===== src/sv/ipatp_pkg.sv =====
// shared types and constants for the ip address text parser
package ipatp_pkg;

    typedef enum logic [2:0] {
        PH_START = 3'd0,
        PH_LEAD  = 3'd1,
        PH_HEX   = 3'd2,
        PH_COLON = 3'd3,
        PH_GAP   = 3'd4,
        PH_DOT   = 3'd5,
        PH_DEC   = 3'd6,
        PH_DONE  = 3'd7
    } phase_t;

    localparam logic [1:0] FAM_NONE = 2'd0;
    localparam logic [1:0] FAM_V4   = 2'd1;
    localparam logic [1:0] FAM_V6   = 2'd2;

    localparam logic [16:0] HEX_MAX = 17'h0ffff;
    localparam logic [16:0] HEX_SAT = 17'h10000;
    localparam logic [8:0]  DEC_MAX = 9'd255;
    localparam logic [8:0]  DEC_SAT = 9'd256;
    localparam logic [3:0]  NUM_GROUPS = 4'd8;

    localparam logic [7:0] CH_COLON = 8'h3a;
    localparam logic [7:0] CH_DOT   = 8'h2e;
    localparam logic [7:0] CH_SPACE = 8'h20;
    localparam logic [7:0] CH_TAB   = 8'h09;

    typedef struct packed {
        logic [7:0][15:0] groups;
        logic [3:0]       group_count;
        logic [3:0]       gap_position;
        logic             gap_seen;
        logic [16:0]      hex_accum;
        logic [8:0]       dec_accum;
        logic [31:0]      octets;
        logic [1:0]       octet_index;
        phase_t           phase;
        logic             letter;
        logic             v6_failed;
        logic             v4_failed;
    } scan_state_t;

    typedef struct packed {
        logic [63:0] addr_lo;
        logic [63:0] addr_hi;
        logic [1:0]  family;
        logic        ok;
    } result_t;

endpackage


===== src/sv/ipatp_scan.sv =====
// per-character scanner: live parse state and its one-character update
module ipatp_scan
(
    input  logic                  clk,
    input  logic                  rst_n,
    input  logic                  beat,
    input  logic                  last,
    input  logic [7:0]            ch,
    output ipatp_pkg::scan_state_t scanned
);
    import ipatp_pkg::*;

    scan_state_t state_reg;
    scan_state_t state_next;
    scan_state_t upd;

    logic        is_dec;
    logic        is_alpha;
    logic        hv_ok;
    logic [3:0]  hv;
    logic        ws;
    logic [20:0] hex_wide;
    logic [16:0] hex_step;
    logic [11:0] dec_wide;
    logic [8:0]  dec_step;

    function automatic logic [31:0] place_octet(input logic [7:0] v, input logic [1:0] idx);
        logic [31:0] r;
        begin
            r = '0;
            case (idx)
                2'd0:    r[31:24] = v;
                2'd1:    r[23:16] = v;
                2'd2:    r[15:8]  = v;
                default: r[7:0]   = v;
            endcase
            return r;
        end
    endfunction

    always_comb
    begin
        is_dec   = (ch >= 8'h30) && (ch <= 8'h39);
        is_alpha = ((ch >= 8'h61) && (ch <= 8'h66)) || ((ch >= 8'h41) && (ch <= 8'h46));
        hv_ok    = is_dec || is_alpha;
        hv       = is_dec ? ch[3:0] : (ch[3:0] + 4'd9);
        ws       = (ch == CH_SPACE) || (ch == CH_TAB);
        hex_wide = {state_reg.hex_accum, 4'b0} + {17'b0, hv};
        hex_step = (hex_wide > {4'b0, HEX_SAT}) ? HEX_SAT : hex_wide[16:0];
        dec_wide = {state_reg.dec_accum, 3'b0} + {2'b0, state_reg.dec_accum, 1'b0}
                 + {8'b0, ch[3:0]};
        dec_step = (dec_wide > {3'b0, DEC_SAT}) ? DEC_SAT : dec_wide[8:0];
    end

    always_comb
    begin
        upd = state_reg;
        if (!(state_reg.v4_failed && state_reg.v6_failed))
        begin
            unique case (state_reg.phase)
                PH_START:
                begin
                    if (hv_ok)
                    begin
                        upd.hex_accum = {13'b0, hv};
                        upd.dec_accum = is_dec ? {5'b0, hv} : 9'd0;
                        upd.phase     = PH_HEX;
                        upd.letter    = !is_dec;
                    end
                    else if (ch == CH_COLON)
                    begin
                        upd.v4_failed = 1'b1;
                        upd.phase     = PH_LEAD;
                        upd.letter    = 1'b0;
                    end
                    else
                    begin
                        upd.v4_failed = 1'b1;
                        upd.v6_failed = 1'b1;
                    end
                end
                PH_LEAD:
                begin
                    if (ch == CH_COLON)
                    begin
                        upd.gap_seen     = 1'b1;
                        upd.gap_position = 4'd0;
                        upd.phase        = PH_GAP;
                        upd.letter       = 1'b0;
                    end
                    else
                    begin
                        upd.v4_failed = 1'b1;
                        upd.v6_failed = 1'b1;
                    end
                end
                PH_HEX:
                begin
                    if (hv_ok)
                    begin
                        upd.hex_accum = hex_step;
                        if (is_dec)
                        begin
                            upd.dec_accum = dec_step;
                        end
                        else
                        begin
                            upd.letter = 1'b1;
                        end
                    end
                    else if (ch == CH_COLON)
                    begin
                        upd.v4_failed = 1'b1;
                        if ((state_reg.hex_accum > HEX_MAX) ||
                            (state_reg.group_count >= NUM_GROUPS))
                        begin
                            upd.v6_failed = 1'b1;
                        end
                        else
                        begin
                            upd.groups[state_reg.group_count[2:0]] = state_reg.hex_accum[15:0];
                            upd.group_count = state_reg.group_count + 4'd1;
                        end
                        upd.phase  = PH_COLON;
                        upd.letter = 1'b0;
                    end
                    else if (ch == CH_DOT)
                    begin
                        if (state_reg.letter || (state_reg.dec_accum > DEC_MAX))
                        begin
                            upd.v4_failed = 1'b1;
                            upd.v6_failed = 1'b1;
                        end
                        else
                        begin
                            if (state_reg.group_count > 4'd6)
                            begin
                                upd.v6_failed = 1'b1;
                            end
                            upd.octets      = place_octet(state_reg.dec_accum[7:0], 2'd0);
                            upd.octet_index = 2'd1;
                            upd.phase       = PH_DOT;
                            upd.letter      = 1'b0;
                        end
                    end
                    else
                    begin
                        upd.v4_failed = 1'b1;
                        upd.v6_failed = 1'b1;
                    end
                end
                PH_COLON, PH_GAP:
                begin
                    if (hv_ok)
                    begin
                        if (state_reg.group_count >= NUM_GROUPS)
                        begin
                            upd.v6_failed = 1'b1;
                        end
                        upd.hex_accum = {13'b0, hv};
                        upd.dec_accum = is_dec ? {5'b0, hv} : 9'd0;
                        upd.phase     = PH_HEX;
                        upd.letter    = !is_dec;
                    end
                    else if ((ch == CH_COLON) && (state_reg.phase == PH_COLON))
                    begin
                        if (state_reg.gap_seen)
                        begin
                            upd.v6_failed = 1'b1;
                        end
                        else
                        begin
                            upd.gap_seen     = 1'b1;
                            upd.gap_position = state_reg.group_count;
                        end
                        upd.phase  = PH_GAP;
                        upd.letter = 1'b0;
                    end
                    else
                    begin
                        upd.v4_failed = 1'b1;
                        upd.v6_failed = 1'b1;
                    end
                end
                PH_DOT:
                begin
                    if (is_dec)
                    begin
                        upd.dec_accum = {5'b0, ch[3:0]};
                        upd.phase     = PH_DEC;
                        upd.letter    = 1'b0;
                    end
                    else
                    begin
                        upd.v4_failed = 1'b1;
                        upd.v6_failed = 1'b1;
                    end
                end
                PH_DEC:
                begin
                    if (is_dec)
                    begin
                        upd.dec_accum = dec_step;
                    end
                    else if ((ch == CH_DOT) && (state_reg.dec_accum <= DEC_MAX) &&
                             (state_reg.octet_index < 2'd3))
                    begin
                        upd.octets = state_reg.octets |
                                     place_octet(state_reg.dec_accum[7:0], state_reg.octet_index);
                        upd.octet_index = state_reg.octet_index + 2'd1;
                        upd.phase       = PH_DOT;
                        upd.letter      = 1'b0;
                    end
                    else if (ws && (state_reg.dec_accum <= DEC_MAX) &&
                             (state_reg.octet_index == 2'd3))
                    begin
                        upd.octets = state_reg.octets |
                                     place_octet(state_reg.dec_accum[7:0], state_reg.octet_index);
                        upd.phase  = PH_DONE;
                        upd.letter = 1'b0;
                    end
                    else
                    begin
                        upd.v4_failed = 1'b1;
                        upd.v6_failed = 1'b1;
                    end
                end
                default:
                begin
                    upd = state_reg;
                end
            endcase
        end
    end

    always_comb
    begin
        state_next = state_reg;
        if (beat)
        begin
            state_next = last ? '0 : upd;
        end
    end

    always_ff @(posedge clk or negedge rst_n)
    begin
        if (!rst_n)
        begin
            state_reg <= '0;
        end
        else
        begin
            state_reg <= state_next;
        end
    end

    assign scanned = upd;

endmodule


===== src/sv/ipatp_finish.sv =====
// end-of-string checks, gap expansion and result formatting
module ipatp_finish
(
    input  ipatp_pkg::scan_state_t snap,
    output ipatp_pkg::result_t     res
);
    import ipatp_pkg::*;

    logic [7:0][15:0] grp;
    logic [7:0][15:0] list;
    logic [7:0][15:0] w;
    logic [3:0]       gc;
    logic [31:0]      oct;
    logic             v4ok;
    logic             v6ok;
    logic             tail;
    logic [3:0]       count;
    logic [3:0]       fill;
    logic [4:0]       gap_end;
    logic [2:0]       src;

    always_comb
    begin
        grp  = snap.groups;
        gc   = snap.group_count;
        oct  = snap.octets;
        v4ok = !snap.v4_failed;
        v6ok = !snap.v6_failed;
        tail = 1'b0;
        unique case (snap.phase)
            PH_HEX:
            begin
                v4ok = 1'b0;
                if ((snap.hex_accum > HEX_MAX) || (snap.group_count >= NUM_GROUPS))
                begin
                    v6ok = 1'b0;
                end
                else
                begin
                    grp[snap.group_count[2:0]] = snap.hex_accum[15:0];
                    gc = snap.group_count + 4'd1;
                end
            end
            PH_DEC:
            begin
                if ((snap.dec_accum <= DEC_MAX) && (snap.octet_index == 2'd3))
                begin
                    oct  = snap.octets | {24'b0, snap.dec_accum[7:0]};
                    tail = 1'b1;
                end
                else
                begin
                    v4ok = 1'b0;
                    v6ok = 1'b0;
                end
            end
            PH_DONE:
            begin
                tail = 1'b1;
            end
            PH_GAP:
            begin
                v4ok = 1'b0;
            end
            default:
            begin
                v4ok = 1'b0;
                v6ok = 1'b0;
            end
        endcase
        v4ok  = v4ok && tail;
        count = gc + (tail ? 4'd2 : 4'd0);
        if (snap.gap_seen)
        begin
            if (count > 4'd7)
            begin
                v6ok = 1'b0;
            end
        end
        else if (count != NUM_GROUPS)
        begin
            v6ok = 1'b0;
        end

        list = grp;
        if (tail && (gc <= 4'd6))
        begin
            list[gc[2:0]]        = oct[31:16];
            list[gc[2:0] + 3'd1] = oct[15:0];
        end
        fill    = snap.gap_seen ? (NUM_GROUPS - count) : 4'd0;
        gap_end = {1'b0, snap.gap_position} + {1'b0, fill};
        for (int i = 0; i < 8; i++)
        begin
            src = 3'(i) - fill[2:0];
            if (!snap.gap_seen || (5'(i) < {1'b0, snap.gap_position}))
            begin
                w[i] = list[i];
            end
            else if (5'(i) < gap_end)
            begin
                w[i] = 16'd0;
            end
            else
            begin
                w[i] = list[src];
            end
        end

        res = '0;
        if (v6ok)
        begin
            res.family  = FAM_V6;
            res.addr_hi = {w[0], w[1], w[2], w[3]};
            res.addr_lo = {w[4], w[5], w[6], w[7]};
        end
        else if (v4ok)
        begin
            res.family  = FAM_V4;
            res.addr_lo = {32'b0, oct};
        end
        res.ok = (res.family != FAM_NONE);
    end

endmodule


===== src/sv/ip_address_text_parser_unit.sv =====
// top level of the ip address text parser: stream ports, end-of-string stage, result register
// Takes one character per beat and can take a character in every cycle while not held off.
// The beat with tlast set ends the string; its state is captured in an end-of-string register
// and the result (IPv6 tried first, then dotted IPv4, else invalid with all fields zero) is
// passed on through the result register to the output. That beat clears the scanner state, so
// the next accepted beat starts the next string. Any input beat is held off, but only while the
// end-of-string register is full and the result register holds a beat that is not being taken.
module ip_address_text_parser_unit
(
    input  logic           clk,
    input  logic           rst_n,
    input  logic           s_tvalid,
    output logic           s_tready,
    input  logic [7:0]     s_tdata,   // ch[7:0]
    input  logic           s_tlast,
    output logic           m_tvalid,
    input  logic           m_tready,
    output logic [135:0]   m_tdata    // ok, family[2:1], addr_hi[66:3], addr_lo[130:67], zero
);
    import ipatp_pkg::*;

    logic         beat;
    logic         out_free;
    scan_state_t  scanned;
    scan_state_t  snap_reg;
    scan_state_t  snap_next;
    logic         snap_valid_reg;
    logic         snap_valid_next;
    result_t      res;
    result_t      out_reg;
    result_t      out_next;
    logic         out_valid_reg;
    logic         out_valid_next;

    assign out_free = !out_valid_reg || m_tready;
    assign s_tready = !snap_valid_reg || out_free;
    assign beat     = s_tvalid && s_tready;

    ipatp_scan u_scan
    (
        .clk     (clk),
        .rst_n   (rst_n),
        .beat    (beat),
        .last    (s_tlast),
        .ch      (s_tdata),
        .scanned (scanned)
    );

    ipatp_finish u_finish
    (
        .snap (snap_reg),
        .res  (res)
    );

    always_comb
    begin
        snap_next       = snap_reg;
        snap_valid_next = snap_valid_reg;
        out_next        = out_reg;
        out_valid_next  = out_valid_reg;
        if (out_free)
        begin
            out_valid_next  = snap_valid_reg;
            out_next        = res;
            snap_valid_next = 1'b0;
        end
        if (beat && s_tlast)
        begin
            snap_next       = scanned;
            snap_valid_next = 1'b1;
        end
    end

    always_ff @(posedge clk or negedge rst_n)
    begin
        if (!rst_n)
        begin
            snap_valid_reg <= 1'b0;
            out_valid_reg  <= 1'b0;
        end
        else
        begin
            snap_valid_reg <= snap_valid_next;
            out_valid_reg  <= out_valid_next;
        end
    end

    always_ff @(posedge clk)
    begin
        snap_reg <= snap_next;
        out_reg  <= out_next;
    end

    assign m_tvalid = out_valid_reg;
    assign m_tdata  = {5'b0, out_reg.addr_lo, out_reg.addr_hi, out_reg.family, out_reg.ok};

`ifndef ASSERT_OFF
    a_ok_matches_family: assert property (@(posedge clk) disable iff (!rst_n)
        m_tvalid |-> (m_tdata[0] == (m_tdata[2:1] != FAM_NONE)))
        else $error("ok flag disagrees with family");

    a_family_code: assert property (@(posedge clk) disable iff (!rst_n)
        m_tvalid |-> (m_tdata[2:1] == FAM_NONE || m_tdata[2:1] == FAM_V4 ||
                      m_tdata[2:1] == FAM_V6))
        else $error("unknown family code");

    a_v4_upper_zero: assert property (@(posedge clk) disable iff (!rst_n)
        (m_tvalid && m_tdata[2:1] != FAM_V6) |-> (m_tdata[66:3] == 64'd0 &&
                                                  m_tdata[130:99] == 32'd0))
        else $error("ipv4 or invalid result carries high address bits");

    a_snap_no_overrun: assert property (@(posedge clk) disable iff (!rst_n)
        (beat && s_tlast) |-> (!snap_valid_reg || out_free))
        else $error("end-of-string register overwritten");
`endif

endmodule


===== config.mk =====
export PLATFORM = sky130hd
export DESIGN_NAME = ip_address_text_parser_unit
export DESIGN_NICKNAME = d
export VERILOG_FILES = /design/src/sv/ipatp_pkg.sv /design/src/sv/ipatp_scan.sv /design/src/sv/ipatp_finish.sv /design/src/sv/ip_address_text_parser_unit.sv
export SDC_FILE = /design/constraint.sdc
export NUM_CORES = 1
export LEC_CHECK = 0
export BUFFER_PORTS_ARGS = -buffer_cell sky130_fd_sc_hd__clkbuf_2
export CAP_MARGIN = 10
export CELL_PAD_IN_SITES_DETAIL_PLACEMENT = 0
export CELL_PAD_IN_SITES_GLOBAL_PLACEMENT = 1
export CORE_ASPECT_RATIO = 1.75
export CORE_MARGIN = 5
export CORE_UTILIZATION = 55
export DETAILED_ROUTE_END_ITERATION = 10
export HOLD_SLACK_MARGIN = 0.03
export PLACE_DENSITY_LB_ADDON = 0.15
export SYNTH_ARGS = -nofsm -noshare
export SYNTH_HDL_FRONTEND = slang
export SYNTH_SLANG_ARGS = --single-unit

===== constraint.sdc =====
create_clock -name clk -period 9.2 [get_ports clk]
set_input_delay 1.84 -clock clk [delete_from_list [all_inputs] [get_ports clk]]
set_output_delay 1.84 -clock clk [all_outputs]
set_load 0.005 [all_outputs]

* Word level (Yosys, flattened, before mapping) *
Cells that the tools add are included.
Widths: inputs -> output; s select.

operators by class
  add/sub/neg operators = 19
  order comparisons = 51
  eq/ne operators = 29
  multiplexer cells = 168
  bitwise logic cells = 3
  reduce and logical (&&, ||, !) cells = 50

operator list
  cell                  count
  $mux 132              4
  $bwmux 128            4
  $mux 16               28
  $mux 203              2
  $bmux 16 s3           8
  $mux 128              3
  $mux 8                40
  $demux 16 s3          4
  $mux 32               5
  $mux 38               2
  $pmux 34 s2           1
  $mux 64               1
  $or 32x32->32         2
  $mux 26               2
  $lt 3x4->1 const B    12
  $mux 4                12
  $mux 40               1
  $mux 37               1
  $pmux 6 s6            1
  $pmux 9 s4            1
  $gt 17x16->1 const B  2
  $mux 34               1
  $pmux 17 s2           1
  $or 32x8->32          1
  65 further kinds      181

storage, ports and cells
  flip-flop bits (word level) = 538
  input bits = 13
  output and inout bits = 138
  word-level logic and storage cells = 363

* Logic depth before layout (Yosys ltp) *
  depth after elaboration = 16
  mapped depth = 23
  depth with buffers taken out = 18

* Hierarchy *
A second synthesis with hierarchy kept.

unflattened totals
  cells, all modules = 3781
  area total of the unflattened synthesis = 36128.4 um2

modules (own cells, without submodules)
  module                       instances  cells each  area each (um2)  seq. area each (um2)
  ipatp_finish                 1          2008        13711.9          0.0
  ipatp_scan                   1          1424        12243.0          5079.9
  ip_address_text_parser_unit  1          349         10173.5          10079.7

* Least setup slack after synthesis *
Ideal clock, no wire load.

  kind = input -> register
  start = input m_tready
  end = register u_scan.state_reg[40] in the netlist's numbering
  library setup time = 0.124 ns
  arrival = 7.290 ns
  required time = 9.076 ns
  path slack = 1.786 ns
  stages = 7
  path buffers = 1
  cell sequence = nand3b_1 -> and2_1 -> clkbuf_1 -> nand2_1 -> inv_1 -> a2111oi_0 -> o31a_1

between the ends
  longest elaborated chain between the ends = 3

RTL lines
  what                  line                               source
  from (decl)           ip_address_text_parser_unit.sv:17  input logic m_tready,
  $logic_or 1x1->1      ip_address_text_parser_unit.sv:35  assign out_free = !out_valid_reg || m_tready;
  $logic_or 1x1->1      ip_address_text_parser_unit.sv:36  assign s_tready = !snap_valid_reg || out_free;
  $logic_and 1x1->1     ip_address_text_parser_unit.sv:37  assign beat = s_tvalid && s_tready;
  to (signal assigned)  ipatp_scan.sv:253                  state_reg <= state_next;
  to (decl)             ipatp_scan.sv:13                   scan_state_t state_reg;

No other way between the ends.
A chain may end at the register's enable or synchronous reset.

* Worst setup path in the final report *
  start = register snap_reg[5] in the netlist's numbering
  end = register out_reg (netlist bit m_tdata[19]), data pin

between the ends
  longest elaborated chain between the ends = 13
  elaborated cells between the ends (all ways) = 42
  those cells by class = add/sub (5); order compare (7); eq/ne (5); mux (21); reduce/logical (4)

RTL lines
  what                                                  line                               source
  from (decl)                                           ip_address_text_parser_unit.sv:25  scan_state_t snap_reg;
  from (signal assigned)                                ip_address_text_parser_unit.sv:90  snap_reg <= snap_next;
  branches (longest 13 deep; another with $add 4x4->5)  n/a
  to (signal assigned)                                  ip_address_text_parser_unit.sv:91  out_reg <= out_next;
  to (decl)                                             ip_address_text_parser_unit.sv:30  result_t out_reg;

Parallel ways; which one is timed is not known. The select of a mux whose other input is x is not followed.

==> qor.txt <==
Post-synth EDFFs: 333
CTS root buf: clkbuf_16
Fmax: 0.147 GHz
CTS tree: done
Place WS: 2.41 ns
Final setup TNS: 0 ns
Post-CTS setup buffers: 0
Reg2reg end: m_tdata[19]
Syn_area_per_cell: 11.2 µm²
Initial antenna violation count: 0
R2R setup slack: 2.39 ns
Clock slew at reported path FFs: 0.07 ns
Worst Setup SP: snap_reg[5]
Number of I/O pins: 151
Final setup vio count: 0
First-pass DRT Iterations: 8
Sw frac: 26.9%
Largest net degree at the start of global routing: 146
Hold Buf Count CTS: 0
Die height: 336 µm
Min Tclk post-route: 6.81 ns
Status: finished clean
Int Power: 4.14 mW
R2R depth: 18
Unrepaired setup endpoints after global routing: false
Area growth syn-to-layout: 8.77%
Combinational share of power: 11.2%
Skew final: 0.0137 ns
Port Buffers: 145
DRT antenna net count: 0
Die X: 196 µm
Clock latency on the worst-skew pair: 0.64 ns
Final worst path period share: 74.0%
Layout net count: 3029
Max FFs per register: 203
Site Rows: 119
HP Class: flop to flop
Core area: 0.0602 mm²
Vias: 28200
CTS max path bufs: 3
Reg2Reg Launch Point: snap_reg[5]
Max-slew violation count: 0
CP Launch Type: flop
Mapped cell area: 0.0333 mm²
Tot GR Track Use: 36.9%
Crit path DAT: 7.25 ns
Most used DFF post-synth: edfxtp_1
Global route overflow: 0
Post-DP HPWL: 94200 µm
CP Capture Point: m_tdata[19]
Post-synth ARST share: 38.1%
Initial core utilization: 55.4%
Post-Route WL: 125000 µm
Peak VDD IR: 0.211 mV
Power share of the clock group: 40.6%
Antenna Cells: 0
Resized cells post-CTS: 0
CP required: 9.64 ns
Sw power: 1.52 mW
Final-report hold violation count: 0
Sequential area share after synthesis: 45.4%
Critical path class: flop to flop
Peak fanout along the critical path: 35
Number of warnings issued by yosys: 0
Share of layout cells above drive strength 1: 19.6%
Die ar.: 0.0658 mm²
Endpoint class of the critical path: flop
Number of CTS-inserted buffers: 50
GPL Wtd Cong: 1.02
Residual DRC: 0
Cells after synthesis: 2976
Final worst slack: 2.39 ns
Leakage: 14.8 nW
Measured slew at the worst slew-check pin: 1.22 ns
Slew margin rel.: 17.9%
DRT iter0 DRCs: 4019
Synth unique cells: 116
Vias in the first global route: 28000
Sink Count: 538
PwrDens: 156 mW/mm²
Max_cap viols: 0
Global-route wire length before repair: 185000 µm
WL/cell: 33.0 µm
Commonest cells after routing, fill and taps aside: 333 x edfxtp_1, 238 x mux2i_1, 205 x dfrtp_1, 191 x mux2_2, 168 x a22o_1
Commonest non-fill, non-tap cell in the layout: edfxtp_1
Vias/cell: 7.42
Post-synthesis register bit count: 538
H-tree Lvls: 2
Seq pwr share: 48.2%
metal layers:
| metal | wire, µm | GRT usage, % | up-vias |
|---|---|---|---|
| met5 | 0 | 0 | - |
| met4 | 9140 | 22.0 | 0 |
| met3 | 9690 | 5.39 | 504 |
| met2 | 61400 | 62.7 | 1793 |
| met1 | 45300 | 44.6 | 14000 |
| li1 | - | - | 12000 |
logic make-up after synthesis:
logic type | count (synthesis) | share of synthesized area (%)
other | 1 | 0.0113
AO/OA/AOI/OAI | 1063 | 24.7
AND/OR/NAND/NOR | 537 | 8.55
flip-flops | 538 | 45.4
multiplexers | 457 | 14.8
XOR/XNOR | 20 | 0.638
buffers and inverters | 319 | 4.23
adder cells (fa/ha/maj) | 41 | 1.61
layout make-up:
| class | count | area (µm²) |
|---|---|---|
| Clock buffer | 66 | 1450 |
| Tap cell | 786 | 983 |
| Timing Repair Buffer | 214 | 1250 |
| Sequential cell | 538 | 15100 |
| Inverter | 48 | 188 |
| Multi-Input combinational cell | 2123 | 16900 |
| Clock inverter | 28 | 370 |
| Fill cell | 4920 | 23900 |
worst min-delay path by stage:
stage	from	endpoint	slack, ns	depth (start not counted)
2_1_floorplan	snap_valid_reg	m_tvalid	0.44	1
3_3_place_gp	snap_valid_reg	m_tvalid	0.45	1
3_5_place_dp	snap_valid_reg	m_tvalid	0.46	1
4_1_cts	snap_valid_reg	m_tvalid	0.48	1
5_1_grt	snap_valid_reg	m_tvalid	0.49	1
6_report	snap_valid_reg	m_tvalid	0.48	1
power by group through the flow:
stage	registers [mW]	clock network (mW)	logic, mW
after floorplan	2.75	0	0.393
after global placement	2.78	0	0.614
after detailed placement	2.78	0	0.619
after CTS	2.73	2.31	0.621
after global routing	2.73	2.41	0.671
final	2.73	2.30	0.636
critical path, stage by stage (launching register included):
cell	delay, ns
edfxtp_1	0.98
inv_1	0.44
nand2_1	0.42
nand2_1	0.09
o21ai_0	0.15
ha_1	0.30
inv_1	0.06
ha_1	0.23
nand2_1	0.07
buf_4	0.45
inv_2	0.40
fa_1	0.54
and4b_1	0.27
o21ai_1	0.25
inv_1	0.20
nand4_1	0.27
nor3_1	1.01
a222oi_1	0.30
o311ai_1	0.17
metrics by stage:
stage | cells | hold slack, ns | total power [mW] | util [%] | cell area [µm²]
floorplan | 2980 | 0.435 | 3.14 | - | 33300
global placement | 3708 | 0.453 | 3.39 | 57.2 | 34400
detailed placement | 3708 | 0.460 | 3.40 | 57.2 | 34400
CTS | 3802 | 0.476 | 5.66 | 60.2 | 36200
global route | 3803 | 0.492 | 5.81 | 60.3 | 36200
finish | 3803 | 0.483 | 5.67 | 60.3 | 36200
Yosys cell counts (14+ instances only):
cell       number  area, µm²
edfxtp_1      333      10000
mux2i_1       238       2380
dfrtp_1       205       5130
mux2_2        191       2150
a22o_1        168       1470
nand2_1       152        571
clkbuf_1      150        563
a22oi_1       149       1120
nor2_1        135        507
o21ai_0       106        531
o211ai_1       86        646
o2bb2ai_1      68        596
buf_2          59        295
o22ai_1        57        357
a21oi_1        55        275
a221oi_1       41        359
inv_1          40        150
o22a_1         40        350
ha_1           38        475
nand3_1        34        170
nor3_1         30        150
buf_1          28        105
nand4_1        28        175
a32oi_1        25        219
a222oi_1       24        240
a31oi_1        23        144
nand2b_1       23        144
a211oi_1       22        165
o221ai_1       22        193
a211o_1        18        158
buf_4          18        135
and2_1         17        106
a221o_1        16        160
and3_1         16        100
or3_1          16        100
o21a_1         15        113
a21o_1         14        105
nor4_1         14       87.6
Note: power is estimated with default switching activity, not from simulation.
